**src/merge_sort_engine_defines.svh**
```systemverilog
// Assertion macros for the merge sort engine.
// Included by the top level; relies on clk and rst_n in the including scope.
`ifndef MERGE_SORT_ENGINE_DEFINES_SVH
`define MERGE_SORT_ENGINE_DEFINES_SVH

// same-cycle implication
`define MSORT_ASSERT_NOW(lbl, ante, cons, msg) \
  lbl: assert property (@(posedge clk) disable iff (!rst_n) (ante) |-> (cons)) \
    else $error(msg);

// next-cycle implication
`define MSORT_ASSERT_NEXT(lbl, ante, cons, msg) \
  lbl: assert property (@(posedge clk) disable iff (!rst_n) (ante) |=> (cons)) \
    else $error(msg);

`endif

```
**src/msort_pkg.sv**
```systemverilog
// Shared types and defaults for the merge sort engine.
// No dependencies; used by msort_core and merge_sort_engine.
package msort_pkg;

  localparam int DEPTH_DEF      = 64;
  localparam int DATA_WIDTH_DEF = 32;

  typedef enum logic [3:0] {
    ST_LOAD,
    ST_SEG,
    ST_LDA,
    ST_LDB,
    ST_MERGE,
    ST_FILLA,
    ST_FILLB,
    ST_OUT_RD,
    ST_OUT_WAIT,
    ST_OUT_HOLD
  } state_t;

  typedef struct packed {
    logic wr_a;
    logic wr_b;
    logic rd_b;
  } mem_ctl_t;

endpackage

```
**src/msort_ram.sv**
```systemverilog
// Generic single-write, single-read RAM with registered read data.
// No dependencies.
module msort_ram #(
  parameter int WIDTH = 32,
  parameter int DEPTH = 64
) (
  input  logic                     clk,
  input  logic                     we,
  input  logic [$clog2(DEPTH)-1:0] wr_addr,
  input  logic [WIDTH-1:0]         wr_data,
  input  logic [$clog2(DEPTH)-1:0] rd_addr,
  output logic [WIDTH-1:0]         rd_data
);

  logic [WIDTH-1:0] mem [DEPTH];
  logic [WIDTH-1:0] rd_data_r;

  always_ff @(posedge clk) begin
    if (we) begin
      mem[wr_addr] <= wr_data;
    end
    rd_data_r <= mem[rd_addr];
  end

  assign rd_data = rd_data_r;

endmodule

```
**src/msort_core.sv**
```systemverilog
// Load, bottom-up merge and emit sequencer of the merge sort engine.
// Depends on msort_pkg; drives two msort_ram instances through the top level.
module msort_core #(
  parameter int DEPTH      = msort_pkg::DEPTH_DEF,
  parameter int DATA_WIDTH = msort_pkg::DATA_WIDTH_DEF
) (
  input  logic                         clk,
  input  logic                         rst_n,
  input  logic                         in_valid,
  output logic                         in_stall,
  input  logic signed [DATA_WIDTH-1:0] in_value,
  input  logic                         in_last,
  output logic                         out_valid,
  input  logic                         out_stall,
  output logic signed [DATA_WIDTH-1:0] out_sorted_value,
  output logic                         out_final_res,
  output logic                         out_overflow,
  output msort_pkg::mem_ctl_t          mem_ctl,
  output logic [$clog2(DEPTH)-1:0]     wr_addr,
  output logic [DATA_WIDTH-1:0]        wr_data,
  output logic [$clog2(DEPTH)-1:0]     rd_addr,
  input  logic [DATA_WIDTH-1:0]        rd_data
);

  localparam int CW = $clog2(DEPTH + 1);
  localparam int AW = $clog2(DEPTH);
  localparam int SW = CW + 2;
  localparam logic [CW-1:0] DEPTH_C = CW'(DEPTH);
  localparam logic [CW-1:0] ONE_C   = CW'(1);

  msort_pkg::state_t state_r, state_nxt;

  logic [CW-1:0] count_r, count_nxt;
  logic          drop_r, drop_nxt;
  logic [CW:0]   width_r, width_nxt;
  logic [CW-1:0] lo_r, lo_nxt;
  logic [CW-1:0] mid_r, mid_nxt;
  logic [CW-1:0] hi_r, hi_nxt;
  logic [CW-1:0] i_r, i_nxt;
  logic [CW-1:0] j_r, j_nxt;
  logic [CW-1:0] k_r, k_nxt;
  logic          src_b_r, src_b_nxt;
  logic signed [DATA_WIDTH-1:0] head_a_r, head_a_nxt;
  logic signed [DATA_WIDTH-1:0] head_b_r, head_b_nxt;
  logic          out_valid_r, out_valid_nxt;
  logic signed [DATA_WIDTH-1:0] out_value_r, out_value_nxt;
  logic          out_final_r, out_final_nxt;
  logic          out_ovf_r, out_ovf_nxt;

  logic          in_fire, out_fire, full, multi;
  logic [CW-1:0] count_inc, n_after, k_inc;
  logic [SW-1:0] sum_mid, sum_hi, n_s;
  logic [CW-1:0] mid_c, hi_c;
  logic [CW:0]   i_inc, j_inc, width_dbl;
  logic          a_ok, b_ok, take_a, take_b, i_more, j_more, pass_end, seg_last;

  assign in_fire   = in_valid && !in_stall;
  assign out_fire  = out_valid_r && !out_stall;
  assign full      = count_r >= DEPTH_C;
  assign count_inc = count_r + ONE_C;
  assign n_after   = full ? count_r : count_inc;
  assign multi     = n_after > ONE_C;
  assign k_inc     = k_r + ONE_C;

  assign n_s     = {2'b00, count_r};
  assign sum_mid = {2'b00, lo_r} + {1'b0, width_r};
  assign sum_hi  = {2'b00, lo_r} + {width_r, 1'b0};
  assign mid_c   = (sum_mid < n_s) ? sum_mid[CW-1:0] : count_r;
  assign hi_c    = (sum_hi < n_s) ? sum_hi[CW-1:0] : count_r;

  assign a_ok     = i_r < mid_r;
  assign b_ok     = j_r < hi_r;
  assign take_a   = a_ok && (!b_ok || (head_a_r <= head_b_r));
  assign take_b   = b_ok && !take_a;
  assign i_inc    = {1'b0, i_r} + {{CW{1'b0}}, 1'b1};
  assign j_inc    = {1'b0, j_r} + {{CW{1'b0}}, 1'b1};
  assign i_more   = i_inc < {1'b0, mid_r};
  assign j_more   = j_inc < {1'b0, hi_r};
  assign seg_last = hi_r == count_r;
  assign width_dbl = {width_r[CW-1:0], 1'b0};
  assign pass_end  = width_dbl >= {1'b0, count_r};

  // next state
  always_comb begin
    state_nxt = state_r;
    case (state_r)
      msort_pkg::ST_LOAD: begin
        if (in_fire && in_last) begin
          state_nxt = multi ? msort_pkg::ST_SEG : msort_pkg::ST_OUT_RD;
        end
      end
      msort_pkg::ST_SEG: state_nxt = msort_pkg::ST_LDA;
      msort_pkg::ST_LDA: begin
        state_nxt = b_ok ? msort_pkg::ST_LDB : msort_pkg::ST_MERGE;
      end
      msort_pkg::ST_LDB,
      msort_pkg::ST_FILLA,
      msort_pkg::ST_FILLB: state_nxt = msort_pkg::ST_MERGE;
      msort_pkg::ST_MERGE: begin
        if (take_a) begin
          state_nxt = i_more ? msort_pkg::ST_FILLA : msort_pkg::ST_MERGE;
        end else if (take_b) begin
          state_nxt = j_more ? msort_pkg::ST_FILLB : msort_pkg::ST_MERGE;
        end else if (!seg_last || !pass_end) begin
          state_nxt = msort_pkg::ST_SEG;
        end else begin
          state_nxt = msort_pkg::ST_OUT_RD;
        end
      end
      msort_pkg::ST_OUT_RD: state_nxt = msort_pkg::ST_OUT_WAIT;
      msort_pkg::ST_OUT_WAIT: state_nxt = msort_pkg::ST_OUT_HOLD;
      msort_pkg::ST_OUT_HOLD: begin
        if (out_fire) begin
          state_nxt = out_final_r ? msort_pkg::ST_LOAD : msort_pkg::ST_OUT_WAIT;
        end
      end
      default: state_nxt = msort_pkg::ST_LOAD;
    endcase
  end

  // memory port outputs
  always_comb begin
    mem_ctl      = '0;
    mem_ctl.rd_b = src_b_r;
    wr_addr      = count_r[AW-1:0];
    wr_data      = in_value;
    rd_addr      = k_r[AW-1:0];
    case (state_r)
      msort_pkg::ST_LOAD: begin
        mem_ctl.wr_a = in_fire && !full;
      end
      msort_pkg::ST_SEG: begin
        rd_addr = lo_r[AW-1:0];
      end
      msort_pkg::ST_LDA: begin
        rd_addr = j_r[AW-1:0];
      end
      msort_pkg::ST_MERGE: begin
        wr_addr = k_r[AW-1:0];
        if (take_a) begin
          mem_ctl.wr_a = src_b_r;
          mem_ctl.wr_b = !src_b_r;
          wr_data      = head_a_r;
          rd_addr      = i_inc[AW-1:0];
        end else if (take_b) begin
          mem_ctl.wr_a = src_b_r;
          mem_ctl.wr_b = !src_b_r;
          wr_data      = head_b_r;
          rd_addr      = j_inc[AW-1:0];
        end
      end
      msort_pkg::ST_OUT_HOLD: begin
        rd_addr = k_inc[AW-1:0];
      end
      default: begin
        rd_addr = k_r[AW-1:0];
      end
    endcase
  end

  // datapath updates
  always_comb begin
    count_nxt     = count_r;
    drop_nxt      = drop_r;
    width_nxt     = width_r;
    lo_nxt        = lo_r;
    mid_nxt       = mid_r;
    hi_nxt        = hi_r;
    i_nxt         = i_r;
    j_nxt         = j_r;
    k_nxt         = k_r;
    src_b_nxt     = src_b_r;
    head_a_nxt    = head_a_r;
    head_b_nxt    = head_b_r;
    out_valid_nxt = out_valid_r;
    out_value_nxt = out_value_r;
    out_final_nxt = out_final_r;
    out_ovf_nxt   = out_ovf_r;
    case (state_r)
      msort_pkg::ST_LOAD: begin
        if (in_fire) begin
          count_nxt = n_after;
          drop_nxt  = drop_r || full;
          if (in_last) begin
            width_nxt = {{CW{1'b0}}, 1'b1};
            lo_nxt    = '0;
            k_nxt     = '0;
            src_b_nxt = 1'b0;
          end
        end
      end
      msort_pkg::ST_SEG: begin
        mid_nxt = mid_c;
        hi_nxt  = hi_c;
        i_nxt   = lo_r;
        j_nxt   = mid_c;
        k_nxt   = lo_r;
      end
      msort_pkg::ST_LDA,
      msort_pkg::ST_FILLA: head_a_nxt = rd_data;
      msort_pkg::ST_LDB,
      msort_pkg::ST_FILLB: head_b_nxt = rd_data;
      msort_pkg::ST_MERGE: begin
        if (take_a) begin
          i_nxt = i_inc[CW-1:0];
          k_nxt = k_inc;
        end else if (take_b) begin
          j_nxt = j_inc[CW-1:0];
          k_nxt = k_inc;
        end else if (!seg_last) begin
          lo_nxt = hi_r;
        end else begin
          width_nxt = width_dbl;
          src_b_nxt = !src_b_r;
          lo_nxt    = '0;
          k_nxt     = '0;
        end
      end
      msort_pkg::ST_OUT_WAIT: begin
        out_valid_nxt = 1'b1;
        out_value_nxt = rd_data;
        out_final_nxt = k_inc == count_r;
        out_ovf_nxt   = drop_r;
      end
      msort_pkg::ST_OUT_HOLD: begin
        if (out_fire) begin
          out_valid_nxt = 1'b0;
          k_nxt         = k_inc;
          if (out_final_r) begin
            count_nxt = '0;
            drop_nxt  = 1'b0;
          end
        end
      end
      default: begin
        k_nxt = k_r;
      end
    endcase
  end

  always_ff @(posedge clk) begin
    if (!rst_n) begin
      state_r     <= msort_pkg::ST_LOAD;
      count_r     <= '0;
      drop_r      <= 1'b0;
      out_valid_r <= 1'b0;
    end else begin
      state_r     <= state_nxt;
      count_r     <= count_nxt;
      drop_r      <= drop_nxt;
      out_valid_r <= out_valid_nxt;
    end
  end

  always_ff @(posedge clk) begin
    width_r     <= width_nxt;
    lo_r        <= lo_nxt;
    mid_r       <= mid_nxt;
    hi_r        <= hi_nxt;
    i_r         <= i_nxt;
    j_r         <= j_nxt;
    k_r         <= k_nxt;
    src_b_r     <= src_b_nxt;
    head_a_r    <= head_a_nxt;
    head_b_r    <= head_b_nxt;
    out_value_r <= out_value_nxt;
    out_final_r <= out_final_nxt;
    out_ovf_r   <= out_ovf_nxt;
  end

  assign in_stall         = state_r != msort_pkg::ST_LOAD;
  assign out_valid        = out_valid_r;
  assign out_sorted_value = out_value_r;
  assign out_final_res    = out_final_r;
  assign out_overflow     = out_ovf_r;

endmodule

```
**src/merge_sort_engine.sv**
```systemverilog
// Merge sort engine: loads a framed sequence of signed words into RAM A, sorts it
// ascending with a stable bottom-up merge that ping-pongs between RAM A and RAM B,
// then emits the sorted words with the last one flagged. Words past DEPTH are
// dropped and every result of that sequence carries overflow. Loading accepts one
// word per cycle. For n stored words the sort runs ceil(log2 n) passes; in each pass
// a taken head is refilled by a fresh read from the registered read port of the
// source RAM. Emitting is paced by that read port as well. No clearing pass follows
// reset; in_stall is high from the last word until the last result is taken.
// Depends on msort_pkg, msort_ram, msort_core and merge_sort_engine_defines.svh.
`include "merge_sort_engine_defines.svh"

module merge_sort_engine #(
  parameter int DEPTH      = msort_pkg::DEPTH_DEF,
  parameter int DATA_WIDTH = msort_pkg::DATA_WIDTH_DEF
) (
  input  logic                         clk,
  input  logic                         rst_n,
  input  logic                         in_valid,
  output logic                         in_stall,
  input  logic signed [DATA_WIDTH-1:0] in_value,
  input  logic                         in_last,
  output logic                         out_valid,
  input  logic                         out_stall,
  output logic signed [DATA_WIDTH-1:0] out_sorted_value,
  output logic                         out_final_res,
  output logic                         out_overflow
);

  localparam int AW = $clog2(DEPTH);

  msort_pkg::mem_ctl_t   mem_ctl;
  logic [AW-1:0]         wr_addr, rd_addr;
  logic [DATA_WIDTH-1:0] wr_data, rd_data, rd_data_a, rd_data_b;
  logic                  rd_sel_r;

  msort_ram #(.WIDTH(DATA_WIDTH), .DEPTH(DEPTH)) u_ram_a (
    .clk     (clk),
    .we      (mem_ctl.wr_a),
    .wr_addr (wr_addr),
    .wr_data (wr_data),
    .rd_addr (rd_addr),
    .rd_data (rd_data_a)
  );

  msort_ram #(.WIDTH(DATA_WIDTH), .DEPTH(DEPTH)) u_ram_b (
    .clk     (clk),
    .we      (mem_ctl.wr_b),
    .wr_addr (wr_addr),
    .wr_data (wr_data),
    .rd_addr (rd_addr),
    .rd_data (rd_data_b)
  );

  // align the source select with the registered read data
  always_ff @(posedge clk) begin
    rd_sel_r <= mem_ctl.rd_b;
  end

  assign rd_data = rd_sel_r ? rd_data_b : rd_data_a;

  msort_core #(.DEPTH(DEPTH), .DATA_WIDTH(DATA_WIDTH)) u_core (
    .clk              (clk),
    .rst_n            (rst_n),
    .in_valid         (in_valid),
    .in_stall         (in_stall),
    .in_value         (in_value),
    .in_last          (in_last),
    .out_valid        (out_valid),
    .out_stall        (out_stall),
    .out_sorted_value (out_sorted_value),
    .out_final_res    (out_final_res),
    .out_overflow     (out_overflow),
    .mem_ctl          (mem_ctl),
    .wr_addr          (wr_addr),
    .wr_data          (wr_data),
    .rd_addr          (rd_addr),
    .rd_data          (rd_data)
  );

  `MSORT_ASSERT_NOW(a_no_emit_while_loading, !in_stall, !out_valid, "result shown during load")
  `MSORT_ASSERT_NOW(a_one_ram_written, 1'b1, !(mem_ctl.wr_a && mem_ctl.wr_b), "both RAMs written")
  `MSORT_ASSERT_NEXT(a_last_closes_load, in_valid && !in_stall && in_last, in_stall, "load not closed")
  `MSORT_ASSERT_NEXT(a_final_reopens, out_valid && !out_stall && out_final_res, !in_stall && !out_valid, "load not reopened")

endmodule

```
**config.mk**
```make
export PLATFORM = sky130hd
export DESIGN_NAME = merge_sort_engine
export DESIGN_NICKNAME = d
export VERILOG_FILES = /design/src/msort_pkg.sv /design/src/msort_ram.sv /design/src/msort_core.sv /design/src/merge_sort_engine.sv
export VERILOG_INCLUDE_DIRS = /design/src /design/src/src
export SDC_FILE = /design/constraint.sdc
export NUM_CORES = 2
export LEC_CHECK = 0
export ABC_CLOCK_PERIOD_IN_PS = 10480
export BUFFER_PORTS_ARGS = -buffer_cell sky130_fd_sc_hd__buf_2
export CAP_MARGIN = 40
export CORE_ASPECT_RATIO = 1.4
export CORE_MARGIN = 1.5
export CORE_UTILIZATION = 39
export DETAILED_ROUTE_END_ITERATION = 7
export GPL_TIMING_DRIVEN = 1
export PLACE_DENSITY_LB_ADDON = 0.05
export SLEW_MARGIN = 20
export SYNTH_ARGS = -nofsm -noshare
export SYNTH_HDL_FRONTEND = slang
export SYNTH_SLANG_ARGS = --single-unit
```
**constraint.sdc**
```tcl
create_clock -name clk -period 10.48 [get_ports clk]
set_input_delay 0.524 -clock clk [delete_from_list [all_inputs] [get_ports clk]]
set_output_delay 0.524 -clock clk [all_outputs]
set_load 0.01 [all_outputs]
```
======== Yosys cells after proc, flatten, opt, wreduce, memory -nomap -nowiden ========
Memory sizes are Yosys's and may differ from the RTL's. A register that Yosys moved wholly into a read port is not among the register bits.
Cells that the tools add are included.
Widths: inputs -> output; s select.
cells by class
  add/subtract/negate cells ............... 6
  $lt $le $gt $ge ......................... 10
  eq/ne operators ......................... 22
  muxes and demuxes ....................... 68
  reductions and logical operators ........ 35
operators by type and width
  operator             number
  $mux 32              4
  $mux 7               18
  $pmux 7 s2           4
  $mux 8               5
  $le 32x32->1         1
  $pmux 4 s8           1
  $pmux 7 s4           1
  $pmux 6 s4           1
  $mux 4               5
  $lt 9x7->1           2
  $mux 6               3
  $add 7x1->8 const B  2
  $eq 4x3->1 const B   4
  $lt 8x7->1           2
  $pmux 8 s2           1
  $mux 1               15
  $add 7x1->7 const B  2
  $eq 7x7->1           2
  $lt 7x7->1           2
  $ne 2x1->1 const B   7
  $reduce_and 5->1     2
  $add 7x8->9          1
  $add 7x9->9          1
  $mux 3               3
  other kinds (22)     52
word-level totals
  flip-flop bits (word level) ............. 163
  bits in writable memories ............... 4096
  word-level logic and storage cells ...... 161
  memories kept ........................... 2
memories
  memory       depth  bits a word  rd ports  clocked after Yosys merged registers in  write ports  line             text
  u_ram_a.mem  64     32           1         1                                        1            msort_ram.sv:15  logic [WIDTH-1:0] mem [DEPTH];
  u_ram_b.mem  64     32           1         1                                        1            msort_ram.sv:15

======== Logic depth before layout (Yosys ltp) ========
  depth in word-level cells ............... 11
  mapped depth ............................ 21
  depth with buffers taken out ............ 15

======== Hierarchy ========
Synthesis repeated with hierarchy kept, for this count alone.
unflattened totals
  cells, all modules ...................... 7583
  area, all modules ....................... 167400.6 um^2
by module, submodules not included
  module                times used  cells each  area an instance (um^2)  seq. area each (um^2)
  msort_ram at u_ram_b  1           3324        78515.3                  62139.6
  msort_ram at u_ram_a  1           3324        78512.8                  62139.6
  msort_core            1           898         9808.2                   4734.5
  merge_sort_engine     1           37          564.3                    20.0

======== Worst setup path after synthesis ========
Ideal clock, no wire load.
  path type ............................... reg2reg
  from .................................... register u_core.j_r[5]
  to ...................................... memory u_ram_a.mem[0][0] (data pin)
  library setup time ...................... 892 ps
  arrival time ............................ 6006 ps
  path slack .............................. 3582 ps
  stages on the path, launching flop included .. 12
  buffers on the path ..................... 2
  period minus slack after synthesis ...... 6898 ps
  path through ............................ edfxtp_1 > ha_1 > a21o_1 > a221oi_2 > o21ai_1 > or3_1 > and2_1 > buf_2 > nand2_1 > clkbuf_1 > o21ai_0 > a21oi_1
between the ends
  word-level cells in the longest chain between the ends .. 9
ends and longest elaborated chain
  item                         line               text
  start: declaration           msort_core.sv:40   logic [CW-1:0] j_r, j_nxt;
  start signal: assignment     msort_core.sv:261  j_r <= j_nxt;
  $lt 7x7->1 (*)               msort_core.sv:72   assign b_ok = j_r < hi_r;
  $logic_not 1->1              msort_core.sv:73   assign take_a = a_ok && (!b_ok || (head_a_r <= head_b_r));
  $logic_or 1x1->1             msort_core.sv:73
  $logic_and 1x1->1            msort_core.sv:73
  $logic_not 1->1              msort_core.sv:74   assign take_b = b_ok && !take_a;
  $logic_and 1x1->1            msort_core.sv:74
  $mux 32                      msort_core.sv:145  end else if (take_b) begin
  $mux 32 (*)                  msort_core.sv:140  if (take_a) begin
  $mux 32 (*)                  msort_core.sv:128  case (state_r)
  named net u_core.wr_data[0]  msort_core.sv:20   output logic [DATA_WIDTH-1:0] wr_data,
  end: declaration             msort_ram.sv:15
The timed path passes the listed nets; every way through them passes the cells marked *.

======== Worst setup path after layout ========
  from .................................... register u_core.head_a_r[15]
  to ...................................... register u_ram_a.rd_data_r[25], in the netlist u_ram_a.rd_data[25], read port of u_ram_a.mem
between the ends
  word-level cells in the longest chain between the ends .. 8
ends and longest elaborated chain
  item                      line               text
  start: declaration        msort_core.sv:43   logic signed [DATA_WIDTH-1:0] head_a_r, head_a_nxt;
  start signal: assignment  msort_core.sv:264  head_a_r <= head_a_nxt;
  $le 32x32->1 (*)          msort_core.sv:73
  $logic_or 1x1->1 (*)      msort_core.sv:73
  $logic_and 1x1->1 (*)     msort_core.sv:73
  $logic_not 1->1           msort_core.sv:74
  $logic_and 1x1->1         msort_core.sv:74
  $mux 6                    msort_core.sv:145
  $mux 6 (*)                msort_core.sv:140
  $pmux 6 s4 (*)            msort_core.sv:128
  end: declaration          msort_ram.sv:16    logic [WIDTH-1:0] rd_data_r;
Mark *: on every way between the ends. The rest lies on a longest branch, timed or not.
A chain may end at the register's enable or synchronous reset.

==> results.cfg <==
[job]
maxCapViolCount = 0

[yosys]
synth_top_flop_cell = edfxtp_1
yosys.area.top_type_share_pct = 75.7
syn-num-nets = 11400
synth_cell_type_count = 72
yosysWarnings = 0
syn_area_um2 = 168000
netlist_instances = 11200
yosysTopAreaCell = edfxtp_1
synth_edf_count = 4245
ys_top_cells_by_area = edfxtp_1 76%, nand2_1 5.7%, nand3_1 2.6%
yosysSeqAreaShare_pct = 76.7
async_reset_ff_share_pct = 0
syn_area_per_cell_um2 = 15.0
ys_ff_latch = 4323

[place]
place_hpwl_um = 356000
gp_congestion = 0.843
port_buffers = 72

[setup_path]
arrival_ns = 8.54
crit_cells = 16
cp_slowest_stage_delay_ns = 1.02
startpoint_type = flop
critPathMaxFanout = 125
path_cells = ha_1 > nand4_1 > nor4_1 > nand3_1 > nand3_1 > o21ba_1 > o211ai_1 > buf_4 > nand2_4 > buf_4 > buf_12 > a211oi_1 > a31oi_1 > o2111ai_1 > nand4_1 > or3_1
r2r_cells = 16
cp-end-kind = flop
critical_path_class = reg -> reg
crit_buf_inv = 3
cp_top_family = simple AND/OR/NAND/NOR gates
crit_slowest_cell = nand4_1
cp_data_required_time_ns = 11.37

[detailed_routing]
ant_nets = 0
wl_met1_um = 245000
avgRoutedWirePerCell_um = 34.7
vias = 104000
drt_pass1_iterations = 5
wl_met2_um = 307000
route.detailed.drc = 0
dr_wl_met3_um = 36500
topRoutingLayerUsed = met5
drtIter0Drc = 11500
vias_per_cell = 5.80
totalWireLength_um = 619000

[finish]
multiInputGateArea_um2 = 37600
drive_above_1_share_pct = 13.1
final_nets = 11700
seq_area_um2 = 129000
final_util_pct = 45.2
area_growth_pct = 15.5
nFillCells = 38100
mostFrequentLayoutCells = 4245 x edfxtp_1, 2546 x nand2_1, 862 x nand3_1
final_common_cell = edfxtp_1

[sta]
setup_tns_ns = 0
drv_slew = 0
relSlewSlack_pct = 28.2
fin_worst_skew_ns = 0.0854
post-route-min-period_ns = 7.65
worst_pin_slew_ns = 1.07
rsz0062_at_grt = no
finalCritPeriodShare_pct = 73.0
setup_viol = 0
hold_violations = 0
timing.fmax_ghz = 0.131

[global_routing]
grt_overflow_total = 0
grt_usage_pct = 28.0
grt_antenna_before_repair = 84
grt_pass1_vias = 101000
grt_max_degree = 135
grt_pass1_wl_um = 846000

[cts]
clkSlewWorstSetupHoldPaths_ns = 0.06
holdBufCountCts = 3
post_cts_resized = 0
cts.sinks = 4323
cts_setup_buffers = 0
cts_tree = done
cts_root_buf = clkbuf_16
clockBufferDepth = 4
cts_buffers = 426
cts_max_level = 5
clk_latency_ns = 1.04

[floorplanning]
ios = 73
dieArea_um2 = 436000
fp-row-count = 285
die_h_um = 780
start_util_pct = 39.1
dieWidth_um = 558
core_area_um2 = 430000

[status]
status = finished clean

[min_path]
hold_path_class = in -> reg
hold_depth = 2
## stage by stage
stage               hold slack, ns  cells  setup slack [ns]  cell area (um^2)
floorplan                    0.409  11200              3.58            168000
global placement             0.448  16700              2.64            178000
detailed placement           0.441  16800              3.11            179000
CTS                         0.0198  17600              3.08            193000
global route               0.00381  17800              2.58            194000
finish                      0.0259  17900              2.83            194000
## worst register-to-register path, stage by stage (launching register included)
cell	delay, ns
edfxtp_1	0.39
ha_1	0.33
nand4_1	0.16
nor4_1	0.68
nand3_1	0.24
nand3_1	0.16
o21ba_1	0.28
o211ai_1	0.62
buf_4	0.53
nand2_4	0.38
buf_4	0.40
buf_12	0.28
a211oi_1	0.62
a31oi_1	0.07
o2111ai_1	0.62
nand4_1	1.02
or3_1	0.71
## cell usage after synthesis, types with 67 or more instances
master     number
a31oi_1        74
buf_1          84
buf_2          89
a32oi_1       319
o2111ai_1     126
nor2_1        287
mux4_2        134
nand2_1      2550
nand3_1       863
a22oi_1        70
edfxtp_1     4245
or3_1          68
inv_1          67
dfxtp_1        78
and3_1         71
ha_1           92
nand4_1       392
clkbuf_1      512
mux2i_1       391
o21ai_0       209
## metal layers
metal | GRT usage (%) | vias up
met5 | 0 | -
met4 | 12.8 | 12
met3 | 3.56 | 837
met2 | 47.2 | 3903
met1 | 36.0 | 55000
li1 | - | 43900
## kinds of logic after synthesis
| family | Yosys count | synth area share, % |
|---|---|---|
| mux | 571 | 4.43 |
| flops | 4323 | 76.7 |
| fa+ha+maj | 94 | 0.708 |
| simple gates | 4360 | 11.3 |
| compound gates | 1088 | 4.80 |
| buf+inv | 772 | 1.85 |
| xor+xnor | 41 | 0.213 |
## registers in the layout, indices dropped and copies added (netlist names), 8 cells and up
name,cells
u_ram_a.mem,2048
u_core.out_sorted_value,32
u_core.width_r,8
u_ram_b.mem,2048
u_ram_b.rd_data,32
u_ram_a.rd_data,32
u_core.head_a_r,32
u_core.head_b_r,32
## cell type report
class                           instances  area share (%)
Timing Repair Buffer                  552            3.04
Tap cell                             5740            3.70
Inverter                               68           0.131
Sequential cell                      4323            66.4
Clock inverter                        241            1.23
Antenna cell                          232           0.299
Multi-Input combinational cell       6154            19.3
Clock buffer                          548            5.88
## worst paths after layout
| kind | startpoint | endpoint | slack [ns] |
|---|---|---|---|
| max | u_core.head_a_r[15]$_DFFE_PP_ | u_ram_a.rd_data[25]$_DFF_P_ | 2.83 |
| min | in_value[5] | u_ram_b.mem[56][5]$_DFFE_PP_ | 0.03 |
| max reg2reg | u_core.head_a_r[15]$_DFFE_PP_ | u_ram_a.rd_data[25]$_DFF_P_ | 2.83 |
| min reg2reg | u_core.drop_r$_SDFFE_PN0P_ | u_core.out_overflow$_DFFE_PP_ | 0.46 |
Power is left out: the tool's default activity adds up to more than one toggle a clock period on the data nets, which glitch-free logic cannot reach.
